`src/hdl/lfrs_pkg.sv`:
```
// ----------------------------------------------------------------------------
// lfrs_pkg
// Shared types and constants for the lowest free resource scheduler.
// ----------------------------------------------------------------------------
package lfrs_pkg;

    // number of resources built into the free-time and count tables
    localparam int RESOURCES = 16;
    localparam int IDX_W     = (RESOURCES > 1) ? $clog2(RESOURCES) : 1;

    // field widths
    localparam int TIME_IN_W = 32;
    localparam int TIME_W    = 64;
    localparam int COUNT_W   = 32;
    localparam int RES_W     = 6;
    localparam int CFG_W     = 7;

    // reset value of the active resource count register
    localparam logic [CFG_W-1:0] CFG_RESET = CFG_W'(16);

    // control from the sequencer to the pick unit
    typedef struct packed {
        logic step;   // one free time is presented this cycle
        logic first;  // presented entry is resource zero
    } pick_ctrl_t;

    // running result of the pick unit
    typedef struct packed {
        logic              found;          // some resource free by current time
        logic [IDX_W-1:0]  chosen;         // lowest such resource
        logic [IDX_W-1:0]  earliest_idx;   // resource with earliest free time
        logic [TIME_W-1:0] earliest_time;  // that free time
    } pick_stat_t;

endpackage

```
`src/hdl/lfrs_pick.sv`:
```
// ----------------------------------------------------------------------------
// lfrs_pick
// Shared compare unit: takes one free time per step and keeps the lowest
// free resource and the earliest free resource seen so far.
// ----------------------------------------------------------------------------
module lfrs_pick
    import lfrs_pkg::*;
(
    input  logic              aclk,
    input  logic              aresetn,
    input  pick_ctrl_t        ctrl,
    input  logic [IDX_W-1:0]  idx,
    input  logic [TIME_W-1:0] free_time,
    input  logic [TIME_W-1:0] cur_time,
    output pick_stat_t        stat
);

    logic              found_reg;
    logic [IDX_W-1:0]  chosen_reg;
    logic [IDX_W-1:0]  earliest_idx_reg;
    logic [TIME_W-1:0] earliest_time_reg;

    logic hit;
    logic earlier;

    // the two comparisons of one step
    assign hit     = (free_time <= cur_time);
    assign earlier = (free_time < earliest_time_reg);

    // running lowest free and earliest free
    always_ff @(posedge aclk) begin
        if (!aresetn) begin
            found_reg <= 1'b0;
        end else if (ctrl.step) begin
            if (ctrl.first) begin
                found_reg         <= hit;
                chosen_reg        <= idx;
                earliest_idx_reg  <= idx;
                earliest_time_reg <= free_time;
            end else begin
                if (!found_reg && hit) begin
                    found_reg  <= 1'b1;
                    chosen_reg <= idx;
                end
                if (earlier) begin
                    earliest_idx_reg  <= idx;
                    earliest_time_reg <= free_time;
                end
            end
        end
    end

    assign stat.found         = found_reg;
    assign stat.chosen        = chosen_reg;
    assign stat.earliest_idx  = earliest_idx_reg;
    assign stat.earliest_time = earliest_time_reg;

endmodule

```
`src/hdl/lowest_free_resource_scheduler.sv`:
```
// ----------------------------------------------------------------------------
// lowest_free_resource_scheduler
// List scheduler that gives each job the lowest free resource, or waits for
// the earliest free one, and tracks the most used resource.
// ----------------------------------------------------------------------------
// Usage:
//   s_tdata carries one job (requested start, requested end); jobs should
//   come in order of nondecreasing start. Each accepted job gives exactly
//   one result on m_tdata: assigned resource, actual start, finish time,
//   most used resource and its job count.
//   cfg_wr_en/cfg_wr_data set the number of active resources (0 acts as 1,
//   above the built count acts as the built count); write only when idle.
// Sequence:
//   each accepted job is scanned through the shared compare unit one
//   resource per cycle, then the sequencer chooses the resource, updates
//   the tables and ranks the most used resource, and the result is held
//   registered on m_tdata until taken; a new job is not accepted before
//   the last result is taken. s_tready is low from acceptance until the
//   result transaction completes.
// Reset:
//   all free times, counts, current time and most used tracking are zero,
//   the active count is 16. A stalled result simply holds on m_tdata.
// ----------------------------------------------------------------------------
module lowest_free_resource_scheduler
    import lfrs_pkg::*;
(
    input  logic         aclk,
    input  logic         aresetn,
    // configuration
    input  logic         cfg_wr_en,
    input  logic [6:0]   cfg_wr_data,   // resources_in_use
    // job input
    input  logic         s_tvalid,
    output logic         s_tready,
    input  logic [63:0]  s_tdata,       // start_time[31:0], end_time[63:32]
    // result output
    output logic         m_tvalid,
    input  logic         m_tready,
    output logic [175:0] m_tdata        // assigned_resource[5:0], actual_start[69:6],
                                        // finish_time[133:70],
                                        // most_used_resource[139:134],
                                        // most_used_count[171:140], zero pad
);

    typedef enum logic [2:0] {
        S_IDLE,
        S_SCAN,
        S_CHOOSE,
        S_WRITE,
        S_BEST,
        S_OUT
    } state_t;

    state_t state_reg;

    logic [CFG_W-1:0]     cfg_reg;
    logic [TIME_W-1:0]    free_at_reg   [RESOURCES];
    logic [COUNT_W-1:0]   job_count_reg [RESOURCES];
    logic [TIME_W-1:0]    cur_time_reg;
    logic [RES_W-1:0]     best_index_reg;
    logic [COUNT_W-1:0]   best_count_reg;
    logic [TIME_IN_W-1:0] dur_reg;
    logic [IDX_W-1:0]     scan_idx_reg;
    logic [IDX_W-1:0]     chosen_reg;
    logic [COUNT_W-1:0]   new_count_reg;
    logic [TIME_W-1:0]    finish_reg;
    logic                 m_tvalid_reg;
    logic [175:0]         m_tdata_reg;

    logic [TIME_IN_W-1:0] in_start;
    logic [TIME_IN_W-1:0] in_end;
    logic [TIME_W-1:0]    start_wide;
    logic [IDX_W-1:0]     last_idx;
    logic [COUNT_W-1:0]   old_count;
    logic [RES_W-1:0]     chosen_wide;
    logic                 take_best;
    pick_ctrl_t           pick_ctrl;
    pick_stat_t           pick_stat;

    assign in_start   = s_tdata[31:0];
    assign in_end     = s_tdata[63:32];
    assign start_wide = {{(TIME_W-TIME_IN_W){1'b0}}, in_start};

    // last active resource index, clamped to the built range
    always_comb begin
        priority if (cfg_reg == '0) begin
            last_idx = '0;
        end else if (cfg_reg > CFG_W'(RESOURCES)) begin
            last_idx = IDX_W'(RESOURCES - 1);
        end else begin
            last_idx = IDX_W'(cfg_reg - CFG_W'(1));
        end
    end

    // shared compare unit
    assign pick_ctrl.step  = (state_reg == S_SCAN);
    assign pick_ctrl.first = (scan_idx_reg == '0);

    lfrs_pick u_pick (
        .aclk      (aclk),
        .aresetn   (aresetn),
        .ctrl      (pick_ctrl),
        .idx       (scan_idx_reg),
        .free_time (free_at_reg[scan_idx_reg]),
        .cur_time  (cur_time_reg),
        .stat      (pick_stat)
    );

    // count of the chosen resource and ranking against the best so far
    assign old_count   = job_count_reg[chosen_reg];
    assign chosen_wide = {{(RES_W-IDX_W){1'b0}}, chosen_reg};
    assign take_best   = (new_count_reg > best_count_reg) ||
                         ((new_count_reg == best_count_reg) &&
                          (chosen_wide < best_index_reg));

    // configuration register
    always_ff @(posedge aclk) begin
        if (!aresetn) begin
            cfg_reg <= CFG_RESET;
        end else if (cfg_wr_en) begin
            cfg_reg <= cfg_wr_data;
        end
    end

    // sequencer, tables and result register
    always_ff @(posedge aclk) begin
        if (!aresetn) begin
            state_reg      <= S_IDLE;
            cur_time_reg   <= '0;
            best_index_reg <= '0;
            best_count_reg <= '0;
            scan_idx_reg   <= '0;
            m_tvalid_reg   <= 1'b0;
            for (int i = 0; i < RESOURCES; i++) begin
                free_at_reg[i]   <= '0;
                job_count_reg[i] <= '0;
            end
        end else begin
            unique case (state_reg)
                S_IDLE: begin
                    if (s_tvalid) begin
                        if (start_wide > cur_time_reg) begin
                            cur_time_reg <= start_wide;
                        end
                        dur_reg      <= (in_end >= in_start) ? (in_end - in_start) : '0;
                        scan_idx_reg <= '0;
                        state_reg    <= S_SCAN;
                    end
                end
                S_SCAN: begin
                    if (scan_idx_reg == last_idx) begin
                        state_reg <= S_CHOOSE;
                    end else begin
                        scan_idx_reg <= scan_idx_reg + IDX_W'(1);
                    end
                end
                S_CHOOSE: begin
                    if (pick_stat.found) begin
                        chosen_reg <= pick_stat.chosen;
                    end else begin
                        chosen_reg   <= pick_stat.earliest_idx;
                        cur_time_reg <= pick_stat.earliest_time;
                    end
                    state_reg <= S_WRITE;
                end
                S_WRITE: begin
                    finish_reg <= cur_time_reg +
                                  {{(TIME_W-TIME_IN_W){1'b0}}, dur_reg};
                    free_at_reg[chosen_reg] <= cur_time_reg +
                                  {{(TIME_W-TIME_IN_W){1'b0}}, dur_reg};
                    if (old_count != '1) begin
                        job_count_reg[chosen_reg] <= old_count + COUNT_W'(1);
                        new_count_reg             <= old_count + COUNT_W'(1);
                    end else begin
                        new_count_reg <= old_count;
                    end
                    state_reg <= S_BEST;
                end
                S_BEST: begin
                    if (take_best) begin
                        best_index_reg <= chosen_wide;
                        best_count_reg <= new_count_reg;
                    end
                    m_tdata_reg <= {4'b0,
                                    take_best ? new_count_reg : best_count_reg,
                                    take_best ? chosen_wide : best_index_reg,
                                    finish_reg,
                                    cur_time_reg,
                                    chosen_wide};
                    m_tvalid_reg <= 1'b1;
                    state_reg    <= S_OUT;
                end
                S_OUT: begin
                    if (m_tready) begin
                        m_tvalid_reg <= 1'b0;
                        state_reg    <= S_IDLE;
                    end
                end
                default: begin
                    state_reg <= S_IDLE;
                end
            endcase
        end
    end

    assign s_tready = (state_reg == S_IDLE);
    assign m_tvalid = m_tvalid_reg;
    assign m_tdata  = m_tdata_reg;

endmodule

```
`config.mk`:
```
export PLATFORM = sky130hd
export DESIGN_NAME = lowest_free_resource_scheduler
export DESIGN_NICKNAME = d
export VERILOG_FILES = /design/src/hdl/lfrs_pkg.sv /design/src/hdl/lfrs_pick.sv /design/src/hdl/lowest_free_resource_scheduler.sv
export SDC_FILE = /design/constraint.sdc
export NUM_CORES = 2
export LEC_CHECK = 0
export BUFFER_PORTS_ARGS = -buffer_cell sky130_fd_sc_hd__buf_4
export CAP_MARGIN = 20
export CORE_ASPECT_RATIO = 1.25
export CORE_MARGIN = 2
export CORE_UTILIZATION = 55
export CTS_BUF_LIST = sky130_fd_sc_hd__clkbuf_8
export CTS_CLUSTER_DIAMETER = 30
export DETAILED_ROUTE_END_ITERATION = 10
export GPL_TIMING_DRIVEN = 0
export PLACE_DENSITY = 0.72
export SYNTH_ARGS = -nofsm -noshare
export SYNTH_HDL_FRONTEND = slang
export SYNTH_SLANG_ARGS = --single-unit
```
`constraint.sdc`:
```
create_clock -name aclk -period 13.2 [get_ports aclk]
set_input_delay 1.32 -clock aclk [delete_from_list [all_inputs] [get_ports aclk]]
set_output_delay 1.32 -clock aclk [all_outputs]
set_load 0.02 [all_outputs]
```
### Yosys cells after proc, flatten, opt, wreduce, memory -nomap -nowiden

Memory sizes are Yosys's and may differ from the RTL's. A register that Yosys moved wholly into a read port is not among the register bits.
Index checks and enable logic that the tools add are counted.

* $add $sub $neg: 5
* reduce and logical (&&, ||, !) cells: 25
* multiplexer cells: 44
* equal/unequal tests: 14
* $lt $le $gt $ge: 7

Operators with widths (number)
* $mux 64: 6
* $pmux 64 s2: 1
* $mux 32: 3
* $add 64x32->64: 1
* $gt 32x64->1: 1
* $le 64x64->1: 1
* $lt 64x64->1: 1
* $reduce_or 64->1: 1
* $mux 4: 14
* $add 32x1->32 const B: 1
* $eq 32x32->1: 1
* $ge 32x32->1: 1
* $gt 32x32->1: 1
* $ne 32x32->1 const B: 1
* $reduce_or 32->1: 1
* $sub 32x32->32: 1
* $pmux 3 s6: 1
* $reduce_and 3->1: 5
* $mux 1: 13
* $reduce_and 2->1: 5
* $reduce_bool 2->1: 5
* $mux 3: 3
* $ne 2x2->1 const B: 4
* $pmux 4 s2: 1
* other kinds (18): 22

* word-level logic and storage cells: 113
* RAM bits: 1536
* flip-flop bits (word level): 492
* output and inout port bits: 178
* memories: 2
* input bits: 76

Memory list
* free_at_reg: words 16, bits a word 64, rd ports 1, clocked after Yosys merged registers in 1, write ports 16, RTL line lowest_free_resource_scheduler.sv:57 `logic [TIME_W-1:0] free_at_reg [RESOURCES];`
* job_count_reg: words 16, bits a word 32, rd ports 1, clocked after Yosys merged registers in 1, write ports 16, RTL line lowest_free_resource_scheduler.sv:58 `logic [COUNT_W-1:0] job_count_reg [RESOURCES];`

### Logic depth before layout (Yosys ltp)

* word-level depth: 8
* gate-level depth with buffers: 16
* depth with buffers taken out: 13

### By module

From an unflattened synthesis, not the netlist that was laid out.

* cell total of the unflattened synthesis: 6675
* area, all modules: 92563.8 um^2

Modules (own cells, without submodules)
* lowest_free_resource_scheduler: area an instance 87097.3 um^2, seq. area each 57695.3 um^2, cells an instance 6132, times used 1
* lfrs_pick: area an instance 5466.5 um^2, seq. area each 2182.1 um^2, cells an instance 543, times used 1

### Worst setup path after synthesis

No wires, ideal clock.

* kind: register to register
* start point: reg (tool-made name)
* end point: reg u_pick.earliest_idx_reg[0] (enable)
* period minus slack after synthesis: 9.880 ns
* required time: 12.605 ns
* cell stages (with the launch flop): 16
* setup slack: 3.320 ns
* library setup time: 0.595 ns
* data arrival time: 9.285 ns
* buffers on the path: 4
* path through: dfxtp_1 > clkbuf_1 > clkbuf_1 > clkbuf_1 > buf_1 > mux4_2 > mux4_2 > ha_1 > a21o_1 > a21o_1 > a21oi_1 > o21ai_0 > a211o_1 > nor4_1 > o221ai_1 > a211oi_1

RTL lines
* end signal: assignment: RTL line lfrs_pick.sv:38 `earliest_idx_reg <= idx;`
* end signal: assignment: RTL line lfrs_pick.sv:46 `earliest_idx_reg <= idx;`
* end: declaration: RTL line lfrs_pick.sv:20 `logic [IDX_W-1:0] earliest_idx_reg;`

==> impl_metrics.ini <==
[timing]
finalClockSkew_ps = 99.6
timing.max_slew.rel_slack_pct = 13.6
min_cycle_time_layout_ps = 8410
finalSetupViolCount = 0
timing.final.max_slew_violations = 0
fin_worst_hold_slack_ps = 392
worst-slew-pin-transition_ps = 1300
final_hold_violation_count = 0
fmaxAchievable_mhz = 119
fin_crit_sh_pct = 63.7
grt_setup_unrepaired = false

[cells_and_area]
nets = 7657
largest_reg_flops = 1024
drive_gt1_share_pct = 21.7
syn2layout_area_growth_pct = 16.2
sequential_cell_area_mm2 = 0.0599
fillerInstances = 11999
postLayoutCellArea_mm2 = 0.107
combined_area_of_the_multi_input_logic_cells_mm2 = 0.0292

[global_routing]
grt_first_pass_wirelength_mm = 407
gr_ovfl_total = 0
pin_count_of_the_biggest_net_entering_global_routing = 69
globalRouteTotalUtil_pct = 33.5
grt_antenna_before_repair = 9
first_global_vias = 61547

[cts]
clock_sink_count = 2036
insertion_delay_ps = 1100
tritoncts_buffers = 387
path_clk_slew_ps = 70
cts_hold_repair.buffers = 0
level_count_of_the_clock_h_tree = 5
clock_tree_from_tritoncts = yes
post_cts_buffers = 0
cts_resized = 0
clock_path_buffers = 4
root_buffer = sky130_fd_sc_hd__clkbuf_8

[placement]
gp_congestion = 0.983
io_buffers = 246
placed_area_mm2 = 0.0983
dp_hpwl_mm = 203

[route]
dr_total_vias = 61390
drt-initial-drc-count = 8001
drt_pass1_iterations = 8
route.detailed.wl_per_inst_um = 29.1
route.antenna.remaining_nets = 0
drc_errors = 0
total_wire_length_after_detailed_routing_mm = 286
viasPerCell = 6.25

[floorplanning]
die_h_um = 461
starting_density_pct = 55.5
die_width_um = 370
floorplan.rows = 167
num_io_pins = 254
placeableCoreArea_mm2 = 0.166
die_area_mm2 = 0.171

[hold_path]
min_path_cells = 0
min-delay-start = finish_reg[27]
worst_hold_path_type = reg -> reg

[logic_synthesis]
mappedNetlistArea_mm2 = 0.0920
synth_area_leaders = sky130_fd_sc_hd__edfxtp_1 62%, sky130_fd_sc_hd__mux4_2 11%, sky130_fd_sc_hd__nor2_1 6.9%
post_synthesis_sequential_area_ratio_pct = 65.1
postSynth.topFlopCell = sky130_fd_sc_hd__edfxtp_1
synth.largest_area_cell = sky130_fd_sc_hd__edfxtp_1
synthesis.area_per_instance_um2 = 14.0
synth_seq_cells = 2036
postSynth.asyncResetShare_pct = 0
count_of_flip_flops_with_a_built_in_enable_after_synthesis = 1910
syn-instance-count = 6591
ys.warnings.count = 0
netlist-cell-type-count = 86
synth_top_area_share_pct = 62.3

[power_and_ir_drop]
vdd_drop_max_mv = 0.120
cellLeakagePower_nw = 39.2
p_per_area_mw_per_mm2 = 144

[worst_setup_path]
critical_path_class = reg -> reg
startpoint_type = flop
cp-end-kind = flop
critPathRequiredTime_ps = 13970
critical_path_peak_fanout = 16
arrival_ps = 9180
rr_worst_depth = 18

[run]
max-cap-violations = 0

[outcome]
status = finished, final reports clean
[worst paths after layout]
path / slack, ps / to
worst min register to register: 390 / m_tdata[97]
worst max register to register: 4790 / u_pick.earliest_time_reg[17]
worst max-delay path: 4790 / u_pick.earliest_time_reg[17]
worst min-delay path: 390 / m_tdata[97]
[area by class of cell]
class	instances	area share, %
flip-flops and latches	2036	56.0
inverters	293	1.03
repair buffers	332	3.22
clock buffers	404	5.20
clock inverters	286	2.66
well taps	2197	2.57
plain buffers	460	1.95
multi-input cells	3807	27.3
diodes	6	0.0140
[per-layer routing]
| layer | track usage [%] | part of all wire, % | vias to the layer above |
|---|---|---|---|
| met2 | 54.8 | 48 | 4172 |
| met1 | 40.3 | 33 | 30543 |
| li1 | - | - | 25758 |
| met5 | 0 | 0.012 | - |
| met4 | 21.0 | 7.1 | 6 |
| met3 | 7.80 | 11 | 911 |
[logic make-up (layout without fill, tap and decap cells)]
logic type / count (synthesis) / after routing / synth area share, %
simple gates: 2302 / 2302 / 10.5
flops: 2036 / 2036 / 65.1
buf+inv: 753 / 1775 / 3.43
compound gates: 618 / 618 / 4.59
mux: 503 / 503 / 11.6
fa+ha+maj: 264 / 264 / 3.61
xor+xnor: 114 / 114 / 1.19
other cells: 1 / 12 / 0.00408
[Yosys cell counts, drive strengths merged (32+ instances only)]
master	number
edfxtp	1910
nor2	1729
mux4	452
clkbuf	316
inv	293
nand2	275
ha	262
a21oi	146
buf	144
dfxtp	126
o21ai	114
a21o	73
xnor2	70
nand4	59
nand3	56
a22o	45
a211oi	44
xor2	44
mux2i	41
nor2b	32
[per-stage QoR]
stage	instances	power, mW	utilization (%)	setup WS, ps	setup TNS (ps)
after floorplan	6596	8.21	-	3320	0
after global placement	9039	8.69	58.2	-4490	-2058430
after detailed placement	9116	8.75	59.3	4910	0
after CTS	9806	15.4	64.3	4860	0
after global routing	9816	15.8	64.4	4770	0
final	9821	15.4	64.4	4790	0
[cell usage in the layout, fill, tap and decap left out, types with 55 or more instances in the layout]
master	netlist	final
sky130_fd_sc_hd__dfxtp_1	126	126
sky130_fd_sc_hd__mux4_2	452	452
sky130_fd_sc_hd__buf_2	67	79
sky130_fd_sc_hd__nand2_1	272	240
sky130_fd_sc_hd__a21oi_1	146	146
sky130_fd_sc_hd__bufinv_16	0	55
sky130_fd_sc_hd__o21ai_0	111	111
sky130_fd_sc_hd__inv_1	293	366
sky130_fd_sc_hd__edfxtp_1	1910	1910
sky130_fd_sc_hd__clkinv_2	0	61
sky130_fd_sc_hd__a21o_1	73	73
sky130_fd_sc_hd__clkbuf_1	316	303
sky130_fd_sc_hd__buf_4	24	275
sky130_fd_sc_hd__nand4_1	58	58
sky130_fd_sc_hd__xnor2_1	66	66
sky130_fd_sc_hd__clkbuf_8	0	404
sky130_fd_sc_hd__ha_1	262	262
sky130_fd_sc_hd__nor2_1	1683	1681
[power by group]
group	internal (mW)	switching (mW)
clock network	3.95	2.82
registers	7.24	0.0736
logic	0.442	0.898
total	11.6	3.80
[critical path: stages, from the launching register on]
cell and delay (ps):
sky130_fd_sc_hd__dfxtp_1 400, sky130_fd_sc_hd__clkbuf_1 320, sky130_fd_sc_hd__clkbuf_1 580, sky130_fd_sc_hd__clkbuf_1 600, sky130_fd_sc_hd__buf_2 740, sky130_fd_sc_hd__mux4_2 600
sky130_fd_sc_hd__mux4_2 550, sky130_fd_sc_hd__ha_1 330, sky130_fd_sc_hd__a21o_1 180, sky130_fd_sc_hd__a21o_1 180, sky130_fd_sc_hd__a21oi_1 150, sky130_fd_sc_hd__o21ai_0 380
sky130_fd_sc_hd__a211o_1 420, sky130_fd_sc_hd__nor4_2 860, sky130_fd_sc_hd__o221ai_1 470, sky130_fd_sc_hd__a211oi_4 630, sky130_fd_sc_hd__buf_8 260, sky130_fd_sc_hd__buf_16 180
sky130_fd_sc_hd__buf_8 170
Power figures use the tool's default switching activity.
